<file path="src/hw/rtl/mvhe_pkg.sv">
// Shared types and constants for the MPEG video header extractor.
`default_nettype none

package mvhe_pkg;

    localparam int unsigned HDR_DEPTH = 7;

    localparam logic [23:0] START_PREFIX  = 24'h000001;
    localparam logic [7:0]  CODE_PICTURE  = 8'h00;
    localparam logic [7:0]  CODE_SEQUENCE = 8'hB3;
    localparam logic [7:0]  CODE_EXTENSION = 8'hB5;
    localparam logic [7:0]  CODE_SLICE_FIRST = 8'h01;
    localparam logic [7:0]  CODE_SLICE_LAST  = 8'hAF;

    localparam logic [3:0]  EXT_ID_SEQUENCE = 4'h1;
    localparam logic [3:0]  EXT_ID_PICTURE  = 4'h8;

    localparam logic [17:0] MPEG1_RATE_VBR = 18'h3FFFF;
    localparam logic [15:0] VBV_VBR_MARK   = 16'hFFFF;

    localparam logic [1:0]  CHROMA_NONE = 2'd0;
    localparam logic [1:0]  CHROMA_420  = 2'd1;

    localparam logic [1:0]  ORDER_PROGRESSIVE = 2'd1;
    localparam logic [1:0]  ORDER_TOP_FIRST   = 2'd2;
    localparam logic [1:0]  ORDER_BOTTOM_FIRST = 2'd3;

    typedef enum logic [1:0] {
        KIND_NONE = 2'd0,
        KIND_PIC  = 2'd1,
        KIND_SEQ  = 2'd2,
        KIND_EXT  = 2'd3
    } t_kind;

    typedef struct packed {
        logic [13:0] frame_width;
        logic [13:0] frame_height;
        logic [2:0]  picture_type;
        logic [2:0]  repeat_count;
        logic [1:0]  order_kind;
        logic [1:0]  chroma_kind;
        logic [3:0]  rate_index;
        logic [1:0]  rate_ext_num;
        logic [4:0]  rate_ext_den;
        logic        is_mpeg2;
        logic [29:0] bit_rate_units;
        logic        bit_rate_valid;
    } t_result;

endpackage

`default_nettype wire

</file>
<file path="src/hw/rtl/mvhe_parser.sv">
// Start code scan, header capture and per-frame summary, one byte per step.
`default_nettype none

module mvhe_parser (
    input  wire logic             i_clk,
    input  wire logic             i_rst_n,
    input  wire logic             i_step,
    input  wire logic [7:0]       i_data_byte,
    input  wire logic             i_frame_end,
    output logic                  o_result_valid,
    output mvhe_pkg::t_result     o_result
);

    logic [31:0]         r_win,    n_win;
    mvhe_pkg::t_kind     r_kind,   n_kind;
    logic [2:0]          r_count,  n_count;
    logic                r_slice,  n_slice;
    logic [13:0]         r_width,  n_width;
    logic [13:0]         r_height, n_height;
    logic                r_prog,   n_prog;
    logic [2:0]          r_type,   n_type;
    logic [2:0]          r_repeat, n_repeat;
    logic [1:0]          r_order,  n_order;
    logic [1:0]          r_chroma, n_chroma;
    logic [10:0]         r_rate,   n_rate;
    logic                r_mpeg2,  n_mpeg2;
    logic [29:0]         r_rbits,  n_rbits;
    logic [15:0]         r_vbv,    n_vbv;
    logic [7:0]          r_hdr [mvhe_pkg::HDR_DEPTH];
    logic                n_hdr_we;

    logic [7:0]          w_hv [mvhe_pkg::HDR_DEPTH];
    logic [31:0]         w_win;
    logic [2:0]          w_cnt;
    logic [3:0]          w_ext_id;
    logic                w_tff;
    logic                w_rff;
    logic                w_pf;
    logic [1:0]          w_cf;

    // header view including the byte being captured now
    always_comb begin
        for (int i = 0; i < mvhe_pkg::HDR_DEPTH; i++) begin
            w_hv[i] = (r_count == 3'(i)) ? i_data_byte : r_hdr[i];
        end
    end

    assign w_win    = {r_win[23:0], i_data_byte};
    assign w_cnt    = r_count + 3'd1;
    assign w_ext_id = w_hv[0][7:4];
    assign w_tff    = w_hv[3][7];
    assign w_rff    = w_hv[3][1];
    assign w_pf     = w_hv[4][7];
    assign w_cf     = w_hv[1][2:1];

    always_comb begin
        n_win    = r_win;
        n_kind   = r_kind;
        n_count  = r_count;
        n_slice  = r_slice;
        n_width  = r_width;
        n_height = r_height;
        n_prog   = r_prog;
        n_type   = r_type;
        n_repeat = r_repeat;
        n_order  = r_order;
        n_chroma = r_chroma;
        n_rate   = r_rate;
        n_mpeg2  = r_mpeg2;
        n_rbits  = r_rbits;
        n_vbv    = r_vbv;
        n_hdr_we = 1'b0;

        if (i_step && !r_slice) begin
            n_win = w_win;
            if (w_win[31:8] == mvhe_pkg::START_PREFIX) begin
                n_win   = '1;
                n_count = 3'd0;
                case (i_data_byte)
                    mvhe_pkg::CODE_PICTURE:   n_kind = mvhe_pkg::KIND_PIC;
                    mvhe_pkg::CODE_SEQUENCE:  n_kind = mvhe_pkg::KIND_SEQ;
                    mvhe_pkg::CODE_EXTENSION: n_kind = mvhe_pkg::KIND_EXT;
                    default: begin
                        n_kind = mvhe_pkg::KIND_NONE;
                        if (i_data_byte inside
                            {[mvhe_pkg::CODE_SLICE_FIRST:mvhe_pkg::CODE_SLICE_LAST]}) begin
                            n_slice = 1'b1;
                        end
                    end
                endcase
            end else if (r_kind != mvhe_pkg::KIND_NONE &&
                         r_count < 3'(mvhe_pkg::HDR_DEPTH)) begin
                n_hdr_we = 1'b1;
                n_count  = w_cnt;
                case (r_kind)
                    mvhe_pkg::KIND_PIC: begin
                        if (w_cnt == 3'd2) begin
                            n_type = w_hv[1][5:3];
                        end
                        if (w_cnt == 3'd4) begin
                            n_vbv  = {w_hv[1][2:0], w_hv[2], w_hv[3][7:3]};
                            n_kind = mvhe_pkg::KIND_NONE;
                        end
                    end
                    mvhe_pkg::KIND_SEQ: begin
                        if (w_cnt == 3'd7) begin
                            n_width  = {2'b00, w_hv[0], w_hv[1][7:4]};
                            n_height = {2'b00, w_hv[1][3:0], w_hv[2]};
                            n_chroma = mvhe_pkg::CHROMA_420;
                            n_rate   = {w_hv[3][3:0], 7'd0};
                            n_rbits  = {12'd0, w_hv[4], w_hv[5], w_hv[6][7:6]};
                            n_mpeg2  = 1'b0;
                            n_kind   = mvhe_pkg::KIND_NONE;
                        end
                    end
                    mvhe_pkg::KIND_EXT: begin
                        if (w_ext_id != mvhe_pkg::EXT_ID_SEQUENCE &&
                            w_ext_id != mvhe_pkg::EXT_ID_PICTURE) begin
                            n_kind = mvhe_pkg::KIND_NONE;
                        end else if (w_ext_id == mvhe_pkg::EXT_ID_PICTURE &&
                                     w_cnt == 3'd5) begin
                            n_repeat = 3'd1;
                            if (w_rff) begin
                                if (r_prog) begin
                                    n_repeat = w_tff ? 3'd5 : 3'd3;
                                end else if (w_pf) begin
                                    n_repeat = 3'd2;
                                end
                            end
                            if (!r_prog && !w_pf) begin
                                n_order = w_tff ? mvhe_pkg::ORDER_TOP_FIRST
                                                : mvhe_pkg::ORDER_BOTTOM_FIRST;
                            end else begin
                                n_order = mvhe_pkg::ORDER_PROGRESSIVE;
                            end
                            n_kind = mvhe_pkg::KIND_NONE;
                        end else if (w_ext_id == mvhe_pkg::EXT_ID_SEQUENCE &&
                                     w_cnt == 3'd6) begin
                            n_prog = w_hv[1][3];
                            if (w_cf != mvhe_pkg::CHROMA_NONE) begin
                                n_chroma = w_cf;
                            end
                            n_width  = {w_hv[1][0], w_hv[2][7], r_width[11:0]};
                            n_height = {w_hv[2][6:5], r_height[11:0]};
                            n_rbits  = {w_hv[2][4:0], w_hv[3][7:1], r_rbits[17:0]};
                            n_rate   = {r_rate[10:7], w_hv[5][6:5], w_hv[5][4:0]};
                            n_mpeg2  = 1'b1;
                            n_kind   = mvhe_pkg::KIND_NONE;
                        end
                    end
                    default: ;
                endcase
            end
        end

        o_result_valid          = i_step && i_frame_end;
        o_result.frame_width    = n_width;
        o_result.frame_height   = n_height;
        o_result.picture_type   = n_type;
        o_result.repeat_count   = n_repeat;
        o_result.order_kind     = n_order;
        o_result.chroma_kind    = n_chroma;
        o_result.rate_index     = n_rate[10:7];
        o_result.rate_ext_num   = n_rate[6:5];
        o_result.rate_ext_den   = n_rate[4:0];
        o_result.is_mpeg2       = n_mpeg2;
        o_result.bit_rate_units = n_rbits;
        o_result.bit_rate_valid = (n_rbits != 30'd0) &&
            ((!n_mpeg2 && n_rbits != {12'd0, mvhe_pkg::MPEG1_RATE_VBR}) ||
             n_vbv != mvhe_pkg::VBV_VBR_MARK);

        // per-frame state returns to reset after the summary
        if (i_step && i_frame_end) begin
            n_win    = '1;
            n_kind   = mvhe_pkg::KIND_NONE;
            n_count  = 3'd0;
            n_slice  = 1'b0;
            n_repeat = 3'd0;
            n_chroma = mvhe_pkg::CHROMA_NONE;
            n_rbits  = 30'd0;
            n_vbv    = 16'd0;
        end
    end

    always_ff @(posedge i_clk) begin
        if (!i_rst_n) begin
            r_win    <= '1;
            r_kind   <= mvhe_pkg::KIND_NONE;
            r_count  <= 3'd0;
            r_slice  <= 1'b0;
            r_width  <= 14'd0;
            r_height <= 14'd0;
            r_prog   <= 1'b0;
            r_type   <= 3'd0;
            r_repeat <= 3'd0;
            r_order  <= 2'd0;
            r_chroma <= mvhe_pkg::CHROMA_NONE;
            r_rate   <= 11'd0;
            r_mpeg2  <= 1'b0;
            r_rbits  <= 30'd0;
            r_vbv    <= 16'd0;
        end else begin
            r_win    <= n_win;
            r_kind   <= n_kind;
            r_count  <= n_count;
            r_slice  <= n_slice;
            r_width  <= n_width;
            r_height <= n_height;
            r_prog   <= n_prog;
            r_type   <= n_type;
            r_repeat <= n_repeat;
            r_order  <= n_order;
            r_chroma <= n_chroma;
            r_rate   <= n_rate;
            r_mpeg2  <= n_mpeg2;
            r_rbits  <= n_rbits;
            r_vbv    <= n_vbv;
        end
    end

    always_ff @(posedge i_clk) begin
        for (int i = 0; i < mvhe_pkg::HDR_DEPTH; i++) begin
            if (n_hdr_we && r_count == 3'(i)) begin
                r_hdr[i] <= i_data_byte;
            end
        end
    end

`ifndef ASSERT_OFF
    a_slice_no_capture: assert property (@(posedge i_clk) disable iff (!i_rst_n)
        r_slice |-> r_kind == mvhe_pkg::KIND_NONE)
        else $error("capture running after slice start");

    a_pic_count: assert property (@(posedge i_clk) disable iff (!i_rst_n)
        (r_kind == mvhe_pkg::KIND_PIC) |-> r_count < 3'd4)
        else $error("picture header capture overran");

    a_frame_clear: assert property (@(posedge i_clk) disable iff (!i_rst_n)
        (i_step && i_frame_end) |=> (r_win == '1 && !r_slice && r_count == 3'd0))
        else $error("frame state not cleared after frame end");
`endif

endmodule

`default_nettype wire

</file>
<file path="src/hw/rtl/mpeg_video_header_extractor_core.sv">
// Top level of the MPEG video header extractor.
// Input channel: one stream byte per transaction (i_data_byte), with
//   i_frame_end marking the last byte of a frame.
// Output channel: one summary transaction per frame, holding size, picture
//   type, repeat count, field order, chroma format, rate fields, MPEG-2 flag
//   and the qualified bit rate.
// Throughput: one byte per cycle while no frame-end byte waits on the output;
//   per-byte header state is updated from the input register into the parser.
// Summary path: a frame's last byte is parsed into the output register once
//   that is free, or as soon as an earlier waiting summary has been taken.
// Reset: control state and parsed header fields clear; the first frame starts
//   with no header seen.
// Receiver stall: a waiting summary holds in the output register; bytes
//   that do not end a frame keep flowing, and a frame-end byte waits in the
//   input register until the output register is free.
`default_nettype none

module mpeg_video_header_extractor_core (
    input  wire logic        i_clk,
    input  wire logic        i_rst_n,
    input  wire logic        i_valid,
    output logic             o_ready,
    input  wire logic [7:0]  i_data_byte,
    input  wire logic        i_frame_end,
    output logic             o_valid,
    input  wire logic        i_ready,
    output logic [13:0]      o_frame_width,
    output logic [13:0]      o_frame_height,
    output logic [2:0]       o_picture_type,
    output logic [2:0]       o_repeat_count,
    output logic [1:0]       o_field_order,
    output logic [1:0]       o_chroma_kind,
    output logic [3:0]       o_rate_index,
    output logic [1:0]       o_rate_ext_num,
    output logic [4:0]       o_rate_ext_den,
    output logic             o_is_mpeg2,
    output logic [29:0]      o_bit_rate_units,
    output logic             o_bit_rate_valid
);

    logic                r_in_valid;
    logic [7:0]          r_in_byte;
    logic                r_in_last;
    logic                r_out_valid;
    mvhe_pkg::t_result   r_res;

    logic                w_step;
    logic                w_res_valid;
    mvhe_pkg::t_result   w_res;

    assign w_step  = r_in_valid && (!r_in_last || !r_out_valid || i_ready);
    assign o_ready = !r_in_valid || w_step;

    mvhe_parser u_parser (
        .i_clk          (i_clk),
        .i_rst_n        (i_rst_n),
        .i_step         (w_step),
        .i_data_byte    (r_in_byte),
        .i_frame_end    (r_in_last),
        .o_result_valid (w_res_valid),
        .o_result       (w_res)
    );

    always_ff @(posedge i_clk) begin
        if (!i_rst_n) begin
            r_in_valid  <= 1'b0;
            r_out_valid <= 1'b0;
        end else begin
            if (o_ready) begin
                r_in_valid <= i_valid;
            end
            if (w_res_valid) begin
                r_out_valid <= 1'b1;
            end else if (i_ready) begin
                r_out_valid <= 1'b0;
            end
        end
    end

    always_ff @(posedge i_clk) begin
        if (i_valid && o_ready) begin
            r_in_byte <= i_data_byte;
            r_in_last <= i_frame_end;
        end
        if (w_res_valid) begin
            r_res <= w_res;
        end
    end

    assign o_valid          = r_out_valid;
    assign o_frame_width    = r_res.frame_width;
    assign o_frame_height   = r_res.frame_height;
    assign o_picture_type   = r_res.picture_type;
    assign o_repeat_count   = r_res.repeat_count;
    assign o_field_order    = r_res.order_kind;
    assign o_chroma_kind    = r_res.chroma_kind;
    assign o_rate_index     = r_res.rate_index;
    assign o_rate_ext_num   = r_res.rate_ext_num;
    assign o_rate_ext_den   = r_res.rate_ext_den;
    assign o_is_mpeg2       = r_res.is_mpeg2;
    assign o_bit_rate_units = r_res.bit_rate_units;
    assign o_bit_rate_valid = r_res.bit_rate_valid;

`ifndef ASSERT_OFF
    a_summary_out: assert property (@(posedge i_clk) disable iff (!i_rst_n)
        (w_step && r_in_last) |=> r_out_valid)
        else $error("frame end processed without a summary");

    a_empty_ready: assert property (@(posedge i_clk) disable iff (!i_rst_n)
        !r_in_valid |-> o_ready)
        else $error("input stage empty but not ready");

    a_no_overwrite: assert property (@(posedge i_clk) disable iff (!i_rst_n)
        (r_out_valid && !i_ready) |-> !w_res_valid)
        else $error("pending summary overwritten");
`endif

endmodule

`default_nettype wire

</file>
<file path="config.mk">
export PLATFORM = sky130hd
export DESIGN_NAME = mpeg_video_header_extractor_core
export DESIGN_NICKNAME = d
export VERILOG_FILES = /design/src/hw/rtl/mvhe_pkg.sv /design/src/hw/rtl/mvhe_parser.sv /design/src/hw/rtl/mpeg_video_header_extractor_core.sv
export SDC_FILE = /design/constraint.sdc
export NUM_CORES = 1
export LEC_CHECK = 0
export ABC_AREA = 1
export BUFFER_PORTS_ARGS = -buffer_cell sky130_fd_sc_hd__buf_4
export CORE_UTILIZATION = 45
export DETAILED_ROUTE_END_ITERATION = 8
export PLACE_DENSITY = 0.6
export SYNTH_ARGS = -nofsm -noshare
export SYNTH_HDL_FRONTEND = slang
export SYNTH_SLANG_ARGS = --single-unit
</file>
<file path="constraint.sdc">
create_clock -name i_clk -period 2.84 [get_ports i_clk]
set_input_delay 0.142 -clock i_clk [delete_from_list [all_inputs] [get_ports i_clk]]
set_output_delay 0.142 -clock i_clk [all_outputs]
set_load 0.03 [all_outputs]
</file>
Yosys cells after proc, flatten, opt, wreduce, memory -nomap -nowiden
Memories as Yosys holds them, arrays and structs flattened.
Index checks and enable logic that the tools add are counted.
Word-level totals
  bits in registers: 219
  memory bits (writable): 56
  bits of input ports: 13
  output and inout bits: 83
  word-level logic and storage cells: 250
  memories kept: 1
Cells by class
  $add $sub $neg: 1
  order comparisons: 3
  equality and inequality tests: 26
  muxes and demuxes: 133
  bitwise gates (word level): 5
  reduce and logical (&&, ||, !) cells: 50
Memories
  u_parser.r_hdr: words 7, width 8, rd ports 7, clocked after memory_dff 0, write ports 1, line mvhe_parser.sv:29  | logic [7:0] r_hdr [mvhe_pkg::HDR_DEPTH];
Operator list (number)
  $mux W30: 7
  $mux W14: 14
  $mux W8: 13
  $mux W16: 5
  $mux W3: 22
  $pmux W30 S2: 1
  $pmux W14 S2: 2
  $reduce_or A8 Y1: 6
  $mux W2: 23
  $mux W11: 4
  $mux W1: 33
  $ne A30 B18 Y1 const B: 1
  $reduce_bool A30 Y1: 1
  $eq A24 B1 Y1 const B: 1
  $mux W24: 1
  $pmux W11 S2: 1
  $eq A3 B3 Y1 const B: 7
  $mux W7: 3
  $logic_and A1 B1 Y1: 19
  $eq A8 B8 Y1 const B: 2
  $ne A16 B16 Y1 const B: 1
  $pmux W2 S3: 2
  $eq A3 B2 Y1 const B: 3
  $ge A8 B1 Y1 const B: 1
  other kinds (27): 45

Longest topological paths before layout
Gate-level depths: netlist of the first run.
  depth in word-level cells: 16
  gate-level depth with buffers: 18
  gate-level depth less buffers: 17

By module
Synthesis of the first run repeated with hierarchy kept, for this count alone.
Unflattened totals
  cell total of the unflattened synthesis: 1176
  area, all modules: 10914.2 um^2
By module, submodules not included
  mvhe_parser: times used 1, cells an instance 1073, area each 8112.8 um^2, seq. area each 4043.9 um^2
  mpeg_video_header_extractor_core: times used 1, cells an instance 103, area each 2801.4 um^2, seq. area each 2742.6 um^2

Worst setup path before layout of the first run
Ideal clock, no wire load.
  path type: flip-flop to flip-flop
  start: register r_out_valid (netlist: o_valid)
  end: register r_res, in the netlist o_bit_rate_units[0] (enable)
  setup time: 0.435 ns
  arrival time: 2.230 ns
  data required time: 2.405 ns
  slack: 0.176 ns
  stages on the path, launching flop included: 4
  path buffers: 0
  clock period less this slack: 2.664 ns
  cell sequence: dfxtp_1 nand2_1 nand3_1 inv_1
On the way
  cells in the longest elaborated chain, start to end: 5
Ends and longest elaborated chain
  start: declaration: line mpeg_video_header_extractor_core.sv:44  | logic r_out_valid;
  start signal: assignment: line mpeg_video_header_extractor_core.sv:67  | r_out_valid <= 1'b0;
  start signal: assignment: line mpeg_video_header_extractor_core.sv:73  | r_out_valid <= 1'b1;
  start signal: assignment: line mpeg_video_header_extractor_core.sv:75  | r_out_valid <= 1'b0;
  $logic_not A1 Y1: line mpeg_video_header_extractor_core.sv:51  | assign w_step = r_in_valid && (!r_in_last || !r_out_valid || i_ready);
  $logic_or A1 B1 Y1 (2 in a row): line mpeg_video_header_extractor_core.sv:51
  $logic_and A1 B1 Y1: line mpeg_video_header_extractor_core.sv:51
  $logic_and A1 B1 Y1: line mvhe_parser.sv:156  | o_result_valid = i_step && i_frame_end;
  net u_parser.o_result_valid: line mvhe_parser.sv:10  | output logic o_result_valid,
  end signal: assignment: line mpeg_video_header_extractor_core.sv:86  | r_res <= w_res;
  end: declaration: line mpeg_video_header_extractor_core.sv:45  | mvhe_pkg::t_result r_res;
The timed path passes the listed nets, and every way through them passes these cells.
A chain may end at the register's enable or synchronous reset.

==> results of run 1 <==
==> kinds of logic (layout without fill, tap and decap cells) <==
logic type | count (synthesis) | count (layout)
flops | 269 | 269
fa+ha+maj | 10 | 10
simple gates | 518 | 519
compound gates | 192 | 192
buf+inv | 177 | 388
==> worst max-delay path: stages (launching register included) <==
cell,delay (ns)
dfxtp_1,0.32
ha_2,0.20
ha_4,0.29
inv_2,0.04
buf_4,0.14
nand2_2,0.09
inv_1,0.05
nand4_1,0.16
buf_4,0.17
clkbuf_16,0.16
nand2_1,0.05
o21ai_1,0.10
nand2_1,0.07
nor2_1,0.11
nand2_1,0.10
nor2_2,0.19
nand2_1,0.07
nand2_1,0.09
a21oi_1,0.08
==> sequential cells by signal, indices dropped and copies added, names as in the netlist, 3 cells and up <==
register / flops
u_parser.r_height: 14
r_in_byte: 8
u_parser.r_type: 3
o_rate_ext_den: 5
o_frame_height: 14
u_parser.r_win: 24
u_parser.r_vbv: 16
o_frame_width: 14
u_parser.r_repeat: 3
u_parser.r_width: 14
u_parser.r_rbits: 30
o_picture_type: 3
o_rate_index: 4
o_bit_rate_units: 30
u_parser.r_rate: 11
u_parser.r_count: 3
u_parser.r_hdr: 50
o_repeat_count: 3
==> power by group <==
part / leakage, nW / switching [mW] / total [mW] / internal (mW)
sequential: 2.35 / 0.0212 / 4.14 / 4.12
clock: 0.450 / 1.50 / 3.59 / 2.09
combinational: 2.82 / 0.217 / 0.309 / 0.0924
==> routing by layer <==
metal  wire length [um]  up-vias  track usage, %
li1                   -     4222               -
met3               1800       48            3.33
met5                  0        -               0
met4                667        0            6.52
met1              13200     4010            33.4
met2              13500      278            38.2
==> synth_stat cells, types with 2 or more instances <==
master	number
nand3_1	36
o21ai_2	3
buf_1	4
nor2_2	3
nand4_1	7
clkbuf_1	24
inv_1	127
and2_1	15
nand2_2	3
o21ai_1	17
o311ai_0	4
a211oi_1	5
o22ai_1	34
nor2_1	152
a31oi_1	2
buf_6	2
ha_1	10
nor2_4	3
nor3_1	6
or2_2	5
edfxtp_1	140
buf_2	8
a21oi_1	62
o211ai_1	7
nand3_4	2
inv_2	11
dfxtp_1	129
nand2_1	281
o21ai_0	54
==> final timing paths <==
| check | from | end | slack (ns) | depth (start not counted) |
|---|---|---|---|---|
| worst max-delay path | u_parser.r_count[0] | o_bit_rate_valid | 0.13 | 18 |
| worst min-delay path | i_data_byte[2] | r_in_byte[2] | 0.32 | 2 |
| worst max register to register | u_parser.r_count[0] | o_bit_rate_valid | 0.13 | 18 |
| worst min register to register | u_parser.r_rate[7] | u_parser.r_rate[7] | 0.47 | 2 |
==> through the flow <==
stage | worst slack, ns | setup TNS [ns] | instance area, um^2
floorplan | 0.176 | 0 | 10800
global placement | -0.119 | -0.119 | 12400
detailed placement | -0.106 | -0.106 | 12400
CTS | 0.0224 | 0 | 13500
global route | -0.0337 | -0.0337 | 13700
finish | 0.133 | 0 | 13700
==> area by class of cell <==
| cell class | count | area share (%) |
|---|---|---|
| sequential | 269 | 49.5 |
| multi-input combinational | 721 | 25.5 |
| timing repair buffer | 196 | 11.5 |
| clock buffer | 32 | 5.53 |
| inverter | 139 | 3.84 |
| tap | 319 | 2.91 |
| clock inverter | 21 | 1.13 |
==> timing repair <==
action                                  in CTS  in global routing
hold buffers                                13                  0
endpoints found under the setup margin       1                  2
gates cloned                                 0                  2
gates resized for setup                      5                 44
endpoints found under the hold margin       20                  0
buffers inserted                             0                  8
pin swaps                                    0                 10
==> summary.txt, run 1 <==
CP required - 3.13 ns
Largest cells by area after synthesis - edfxtp_1 (39%), dfxtp_1 (24%), nand2_1 (9.7%)
Core Area - 23500 um^2
Worst Clk Skew - 0.0142 ns
Hold WS - 0.321 ns
Seq/Total Area, Yosys - 62.6%
Worst EP arrival - 2.99 ns
FMAX - 0.369 GHz
Most frequent cells in the layout - nand2_1 (274), buf_4 (177), nor2_1 (148)
HP Class - primary input to register
Fraction of layout cells with a size suffix above 1 - 21.0%
Wirelength, routed - 29200 um
Commonest non-fill, non-tap cell in the layout - nand2_1
Worst-skew pair later-pin latency - 0.54 ns
Filler Cell Count - 2104
CTS Root Buffer Type - clkbuf_16
Post-synth ARST share - 0%
DRC violations left - 0
Lkg Pwr - 5.62 nW
PortBufs - 95
Cell area after synthesis - 10800 um^2
Slew headroom - 44.1%
Synth warnings - 0
Post-Synth XOR/XNOR Area - 0%
Cell row count - 56
Main combinational cell family by area after synthesis - simple AND/OR/NAND/NOR gates
GRT overflow - 0
Synth Flop Type - edfxtp_1
Flops & latches, synth - 269
Tmin final - 2.71 ns
H-tree level count - 1
Crit share post-route - 95.3%
Detailed Routing Iterations Pass 1 - 5
Setup CP Type - register to register
CP Max Fanout - 15
Reg clk slew, reported paths - 0.07 ns
Die Wd - 157 um
Antenna violations before repair - 0
Fin util - 58.2%
Total GRT Usage - 23.7%
GP Congestion - 0.906
Largest net degree at the start of global routing - 51
Total number of vias - 8558
Post-Synth Adder-Cell Area - 1.15%
Initial core utilization - 46.1%
DRT iter0 DRCs - 506
IO Count - 96
Syn avg cell area - 9.30 um^2
Detail Placement HPWL - 20300 um
Remaining antenna violation count after routing - 0
Worst-Margin Slew - 0.828 ns
First-pass GRT wire length - 43900 um
Multi-input gate area - 3500 um^2
DP Cell Count - 1621
Mapped Nets - 1189
CTS Buf Count - 29
Status - completed
Distinct cells, synth - 39
EDFF count, synth - 140
Clk buf depth - 3
Register area - 6790 um^2
Critical path startpoint category - register
Worst vdd ir - 0.000511 V
Area grow syn2layout - 26.3%
Max Cap Viol - 0
Hold Vio Cnt, Final - 0
Mux share of post-synthesis cell area - 0%
# setup viols final - 0
Cell Pwr Density - 587 nW/um^2
Slew Viols, Final - 0
Die Area - 24700 um^2
Vias in the first global route - 7836
Synth area leader - edfxtp_1
Wire per inst - 17.2 um
Die height - 157 um
Total power - 8.04 mW
Compound-Gate Fraction of Synth Area - 9.99%
Nets - 1379
Mapped Cells - 1166
Post-synth top area share - 38.8%
Clk sinks - 269
Via density per instance - 5.04
Synth Area in Simple Gates - 19.9%
CP Capture Type - register
# diodes - 0
Final cell count without fillers - 1697
CTS tree - yes
Power figures use the tool's default switching activity.
==> run 2: changes to the inputs <==
- BUFFER_PORTS_ARGS: -buffer_cell sky130_fd_sc_hd__buf_4 -> -buffer_cell sky130_fd_sc_hd__buf_2
- PLACE_DENSITY: 0.6 -> default
- REMOVE_ABC_BUFFERS: default -> 1
==> summary.txt, run 2 (same netlist as run 1, synthesis figures left out) <==
Worst r2r src - u_parser.r_count[0]
Worst setup path start - u_parser.r_count[0]
HP Class - primary input to register
Max incr delay on CP - 0.31 ns (about the same)
CP required - 3.13 ns (about the same)
Filler Cell Count - 2150 (+2.2%)
Clk sinks - 269 (unchanged)
Setup CP Type - register to register
IO Count - 96 (unchanged)
Max Cap Viol - 0 (unchanged)
Nets - 1379 (unchanged)
Slew headroom - 52.1% (+8.0 points)
PortBufs - 95 (unchanged)
Critical path startpoint category - register
Worst-skew pair later-pin latency - 0.54 ns (about the same)
Max reg flops - 50 (unchanged)
Commonest non-fill, non-tap cell in the layout - nand2_1
Wire per inst - 16.7 um (-2.9%)
Buffers & Inverters on Critical Path - 4 (-1)
CP Max Fanout - 18 (+3)
Initial core utilization - 46.1% (unchanged)
Reg clk slew, reported paths - 0.07 ns (about the same)
Tmin final - 2.72 ns (+0.0172 ns)
Worst vdd ir - 0.000434 V (-15%)
Area grow syn2layout - 24.6%
Clk buf depth - 3 (unchanged)
DRT iter0 DRCs - 663 (+31%)
Antenna violations before repair - 0 (unchanged)
Detailed Routing Iterations Pass 1 - 5 (unchanged)
Fraction of layout cells with a size suffix above 1 - 20.9% (-0.073 points)
Worst-Margin Slew - 0.716 ns (-0.113 ns)
Worst Clk Skew - 0.0111 ns (-0.00309 ns)
Status - completed
Final cell count without fillers - 1697 (unchanged)
CTS Root Buffer Type - clkbuf_16
Detail Placement HPWL - 19500 um (-3.9%)
Vias in the first global route - 7718 (-1.5%)
Worst EP arrival - 3.01 ns (+0.02 ns)
CTS Buf Count - 28 (-3.4%)
Core Area - 23500 um^2 (unchanged)
CTS tree - yes
Total number of vias - 8449 (-1.3%)
Largest net degree at the start of global routing - 51 (unchanged)
# diodes - 0 (unchanged)
H-tree level count - 1 (unchanged)
Remaining antenna violation count after routing - 0 (unchanged)
Postcts setup bufs - 0 (unchanged)
Cell row count - 56 (unchanged)
Crit share post-route - 95.9% (+0.61 points)
Hold wc startpoint - i_rst_n
Crit-path slowest cell - dfxtp_1
Die height - 157 um (unchanged)
Fin util - 57.4% (-0.80 points)
CP Capture Type - register
DP Cell Count - 1631 (+0.62%)
Most flops, register - u_parser.r_hdr
GRT overflow - 0 (unchanged)
Total GRT Usage - 22.8% (-0.87 points)
FMAX - 0.367 GHz (-0.63%)
DRC violations left - 0 (unchanged)
Die Wd - 157 um (unchanged)
Largest delay contributor family on the critical path - simple AND/OR/NAND/NOR gates
Wirelength, routed - 28400 um (-2.9%)
Via density per instance - 4.98 (-1.3%)
Most frequent cells in the layout - nand2_1 (276), nor2_1 (143), edfxtp_1 (140)
Lkg Pwr - 5.56 nW (-1.0%)
Slew Viols, Final - 0 (unchanged)
# setup viols final - 0 (unchanged)
GP Congestion - 0.881 (-2.7%)
Sequence of cells on the critical path - buf_4, inv_1, ha_2, nand2_8, nand2_1, o21ai_4, nand2_2, inv_2, nand3_4, nor2_4, inv_4, nor2_1, nor2_2, nand2_1, nor2_1, nand2_1, nor2_1, a21oi_1
Die Area - 24700 um^2 (unchanged)
Hold Vio Cnt, Final - 0 (unchanged)
Cell Pwr Density - 603 nW/um^2 (+2.7%)
First-pass GRT wire length - 42500 um (-3.2%)
[run 2: final timing paths]
| path | to | depth (start not counted) | slack, ns |
|---|---|---|---|
| worst min register to register | u_parser.r_repeat[1] | 2 | 0.47 |
| worst max-delay path | o_bit_rate_valid | 18 | 0.12 |
| worst min-delay path | o_valid | 4 | 0.16 |
| worst max register to register | o_bit_rate_valid | 18 | 0.12 |
[run 2: routing by layer]
layer,global-route usage [%],up-vias,part of all wire (%)
met5,0,-,0
met2,35.8,282,45
li1,-,4224,-
met4,7.58,0,2.7
met3,3.52,46,6.9
met1,32.3,3897,45
[run 2: cell type report]
class,instances,area (um^2),share of cell area [%]
flip-flops and latches,269,6790,50.2
multi-input cells,720,3490,25.8
repair buffers,198,1360,10.1
clock buffers,38,800,5.92
inverters,139,526,3.89
well taps,319,399,2.95
clock inverters,14,143,1.06
[run 2: what timing repair did]
item                                   4_1_cts  5_1_grt
hold buffers                                12        0
gates resized for setup                      2       31
gates cloned                                 0        2
setup endpoints to repair                    1        1
endpoints found under the hold margin       11        0
pin swaps                                    0        3
[run 2: per-stage QoR]
step	cell area, um^2	TNS (ns)	setup WS, ns	power [mW]	hold slack, ns
after global placement	12300	-0.0488	-0.0488	4.50	0.318
after CTS	13300	0	0.00543	8.20	0.138
after floorplan	10700	-0.0318	-0.0318	4.37	0.240
final	13500	0	0.116	8.15	0.162
after global routing	13500	-0.0280	-0.0280	8.37	0.157
after detailed placement	12300	-0.0237	-0.0237	4.50	0.320
[run 2: power by group]
group	total [mW]	switching [mW]	leakage, nW	internal (mW)
sequential	4.14	0.0185	2.35	4.12
clock	3.71	1.48	0.464	2.23
combinational	0.295	0.217	2.75	0.0778
total	8.15	1.72	5.56	6.43
[run 2: tightest hold or removal path: stages]
cell and delay [ns]:
buf_2 0.16, buf_4 0.23, nand2_1 0.09, inv_1 0.03
==> run 3: changes to the inputs <==
- clock period: 2.84 -> 2.95 ns (I/O delays scaled with it)
==> summary.txt, run 3 (same netlist as run 1, synthesis figures left out) <==
Wire per inst - 16.6 um (-0.67%)
Core Area - 23500 um^2 (unchanged)
Commonest non-fill, non-tap cell in the layout - nand2_1
Hold Crit Depth - 5 (+1)
Switching share of power - 21.0% (-0.086 points)
HP Class - primary input to register
Nets - 1358 (-1.5%)
Critical path startpoint category - register
CTS Root Buffer Type - clkbuf_16
GP Congestion - 0.934 (+6.0%)
FMAX - 0.356 GHz (-3.1%)
Hold WS - 0.234 ns (+0.0718 ns)
Die Area - 24700 um^2 (unchanged)
DRT iter0 DRCs - 629 (-5.1%)
Max Cap Viol - 0 (unchanged)
Slew Viols, Final - 0 (unchanged)
Filler Cell Count - 2145 (-0.23%)
Remaining antenna violation count after routing - 0 (unchanged)
Worst Clk Skew - 0.0108 ns (-0.000274 ns)
Tmin final - 2.81 ns (+0.0868 ns)
GRT overflow - 0 (unchanged)
Worst EP arrival - 3.10 ns (+0.09 ns)
Slew headroom - 20.7% (-31 points)
# setup viols final - 0 (unchanged)
Hold Vio Cnt, Final - 0 (unchanged)
Hold Path End - u_parser.r_win[8]
Worst-Margin Slew - 1.19 ns (+0.473 ns)
Total number of vias - 8337 (-1.3%)
Power share of the combinational group - 3.5% (about the same)
Wirelength, routed - 27800 um (-2.0%)
Setup CP Type - register to register
Cell row count - 56 (unchanged)
Clk sinks - 269 (unchanged)
Worst-skew pair later-pin latency - 0.54 ns (about the same)
Antenna violations before repair - 0 (unchanged)
CTS tree - yes
Detail Placement HPWL - 19300 um (-1.2%)
Crit share post-route - 95.3% (-0.63 points)
CTS Buf Count - 27 (-3.6%)
Largest net degree at the start of global routing - 47 (-7.8%)
Total power - 7.75 mW (-4.9%)
Most flops, register - u_parser.r_hdr
PortBufs - 95 (unchanged)
Cell Pwr Density - 587 nW/um^2 (-2.6%)
# diodes - 0 (unchanged)
Most frequent cells in the layout - nand2_1 (276), nor2_1 (148), edfxtp_1 (140)
Die height - 157 um (unchanged)
Fraction of layout cells with a size suffix above 1 - 18.5% (-2.4 points)
IO Count - 96 (unchanged)
DRC violations left - 0 (unchanged)
RSZ-0062 raised after global routing - no
Initial core utilization - 46.1% (unchanged)
Setup TNS Final - 0 ns (unchanged)
Clock share of power - 45.0% (-0.6 points)
Die Wd - 157 um (unchanged)
CP Capture Type - register
Area grow syn2layout - 21.7%
Via density per instance - 4.98 (about the same)
Vias in the first global route - 7651 (-0.87%)
Switching pwr - 1.63 mW (-5.3%)
Clk buf depth - 3 (unchanged)
First-pass GRT wire length - 42600 um (about the same)
Reg clk slew, reported paths - 0.06 ns (about the same)
Cell internal pwr - 6.12 mW (-4.8%)
Total GRT Usage - 22.9% (+0.067 points)
H-tree level count - 1 (unchanged)
Hold wc startpoint - i_ready
Reg2Reg Depth - 15 (-3)
Worst r2r src - u_parser.r_count[0]
Detailed Routing Iterations Pass 1 - 5 (unchanged)
Max reg flops - 50 (unchanged)
Status - completed
Worst vdd ir - 0.000519 V (+20%)
Lkg Pwr - 5.40 nW (-2.9%)
CP required - 3.24 ns (+0.11 ns)
Post-route cell area - 13200 um^2 (-2.3%)
Critical R2R Capture - o_bit_rate_valid
Area after DPL - 12100 um^2 (-1.5%)
Flop pwr share - 51.4% (+0.6 points)
CP Max Fanout - 15 (-3)
Reg-to-reg slack, setup - 0.14 ns (+0.02 ns)
==> run 3: what timing repair did <==
action,CTS,global route
hold endpoints to repair,12,0
buffers inserted,0,3
hold buffers,13,0
cloned,0,1
pin swaps,0,4
gates resized for setup,1,12
setup endpoints to repair,1,1
==> run 3: worst max path at each step <==
stage / cells past startpoint / startpoint / slack [ns] / endpoint
4_1_cts: 17 / u_parser.r_count[0] / 0.02 / o_bit_rate_valid
2_1_floorplan: 16 / u_parser.r_count[0] / 0.08 / o_bit_rate_valid
3_5_place_dp: 15 / u_parser.r_count[0] / -0.04 / o_bit_rate_valid
3_3_place_gp: 15 / u_parser.r_count[0] / 0.03 / o_bit_rate_valid
6_report: 15 / u_parser.r_count[0] / 0.14 / o_bit_rate_valid
5_1_grt: 15 / u_parser.r_count[0] / 0.002 / o_bit_rate_valid
==> run 3: through the flow <==
stage / std cells / utilization (%) / worst slack (ns)
after floorplan: 1128 / - / 0.0782
after global placement: 1608 / 51.3 / 0.0257
after detailed placement: 1608 / 51.3 / -0.0378
after CTS: 1671 / 55.8 / 0.0213
after global routing: 1675 / 56.0 / 0.00172
final: 1675 / 56.0 / 0.139
==> run 3: final cells by class <==
type | instances | area [um^2] | share of cell area (%)
tap | 319 | 399 | 3.03
timing repair buffer | 177 | 1160 | 8.80
clock inverter | 5 | 52.6 | 0.398
clock buffer | 45 | 867 | 6.57
multi-input combinational | 721 | 3400 | 25.8
inverter | 139 | 526 | 3.98
sequential | 269 | 6790 | 51.4
==> run 3: worst max-delay path, stage by stage, from the launching register on <==
cell	delay (ns)
dfxtp_1	0.31
ha_1	0.20
ha_1	0.32
inv_2	0.11
nand2_2	0.15
buf_4	0.22
a21oi_2	0.20
nand2_2	0.16
a21oi_4	0.19
inv_2	0.16
nand2_1	0.11
nand2_1	0.08
nor2_1	0.11
nand2_1	0.08
nor2_1	0.10
a21oi_1	0.07
==> run 3: metal layers <==
metal / up-vias / wire length, um / GRT usage, %
li1: 4165 / - / -
met2: 245 / 12600 / 36.5
met3: 50 / 1580 / 3.19
met4: 0 / 823 / 7.07
met1: 3877 / 12800 / 32.3
met5: - / 0 / 0
==> run 3: power by group through the flow <==
stage,registers (mW),logic [mW],clock network (mW)
2_1_floorplan,4.12,0.0806,0
3_3_place_gp,4.06,0.259,0
3_5_place_dp,4.07,0.259,0
4_1_cts,3.98,0.272,3.56
5_1_grt,3.99,0.289,3.71
6_report,3.98,0.273,3.49
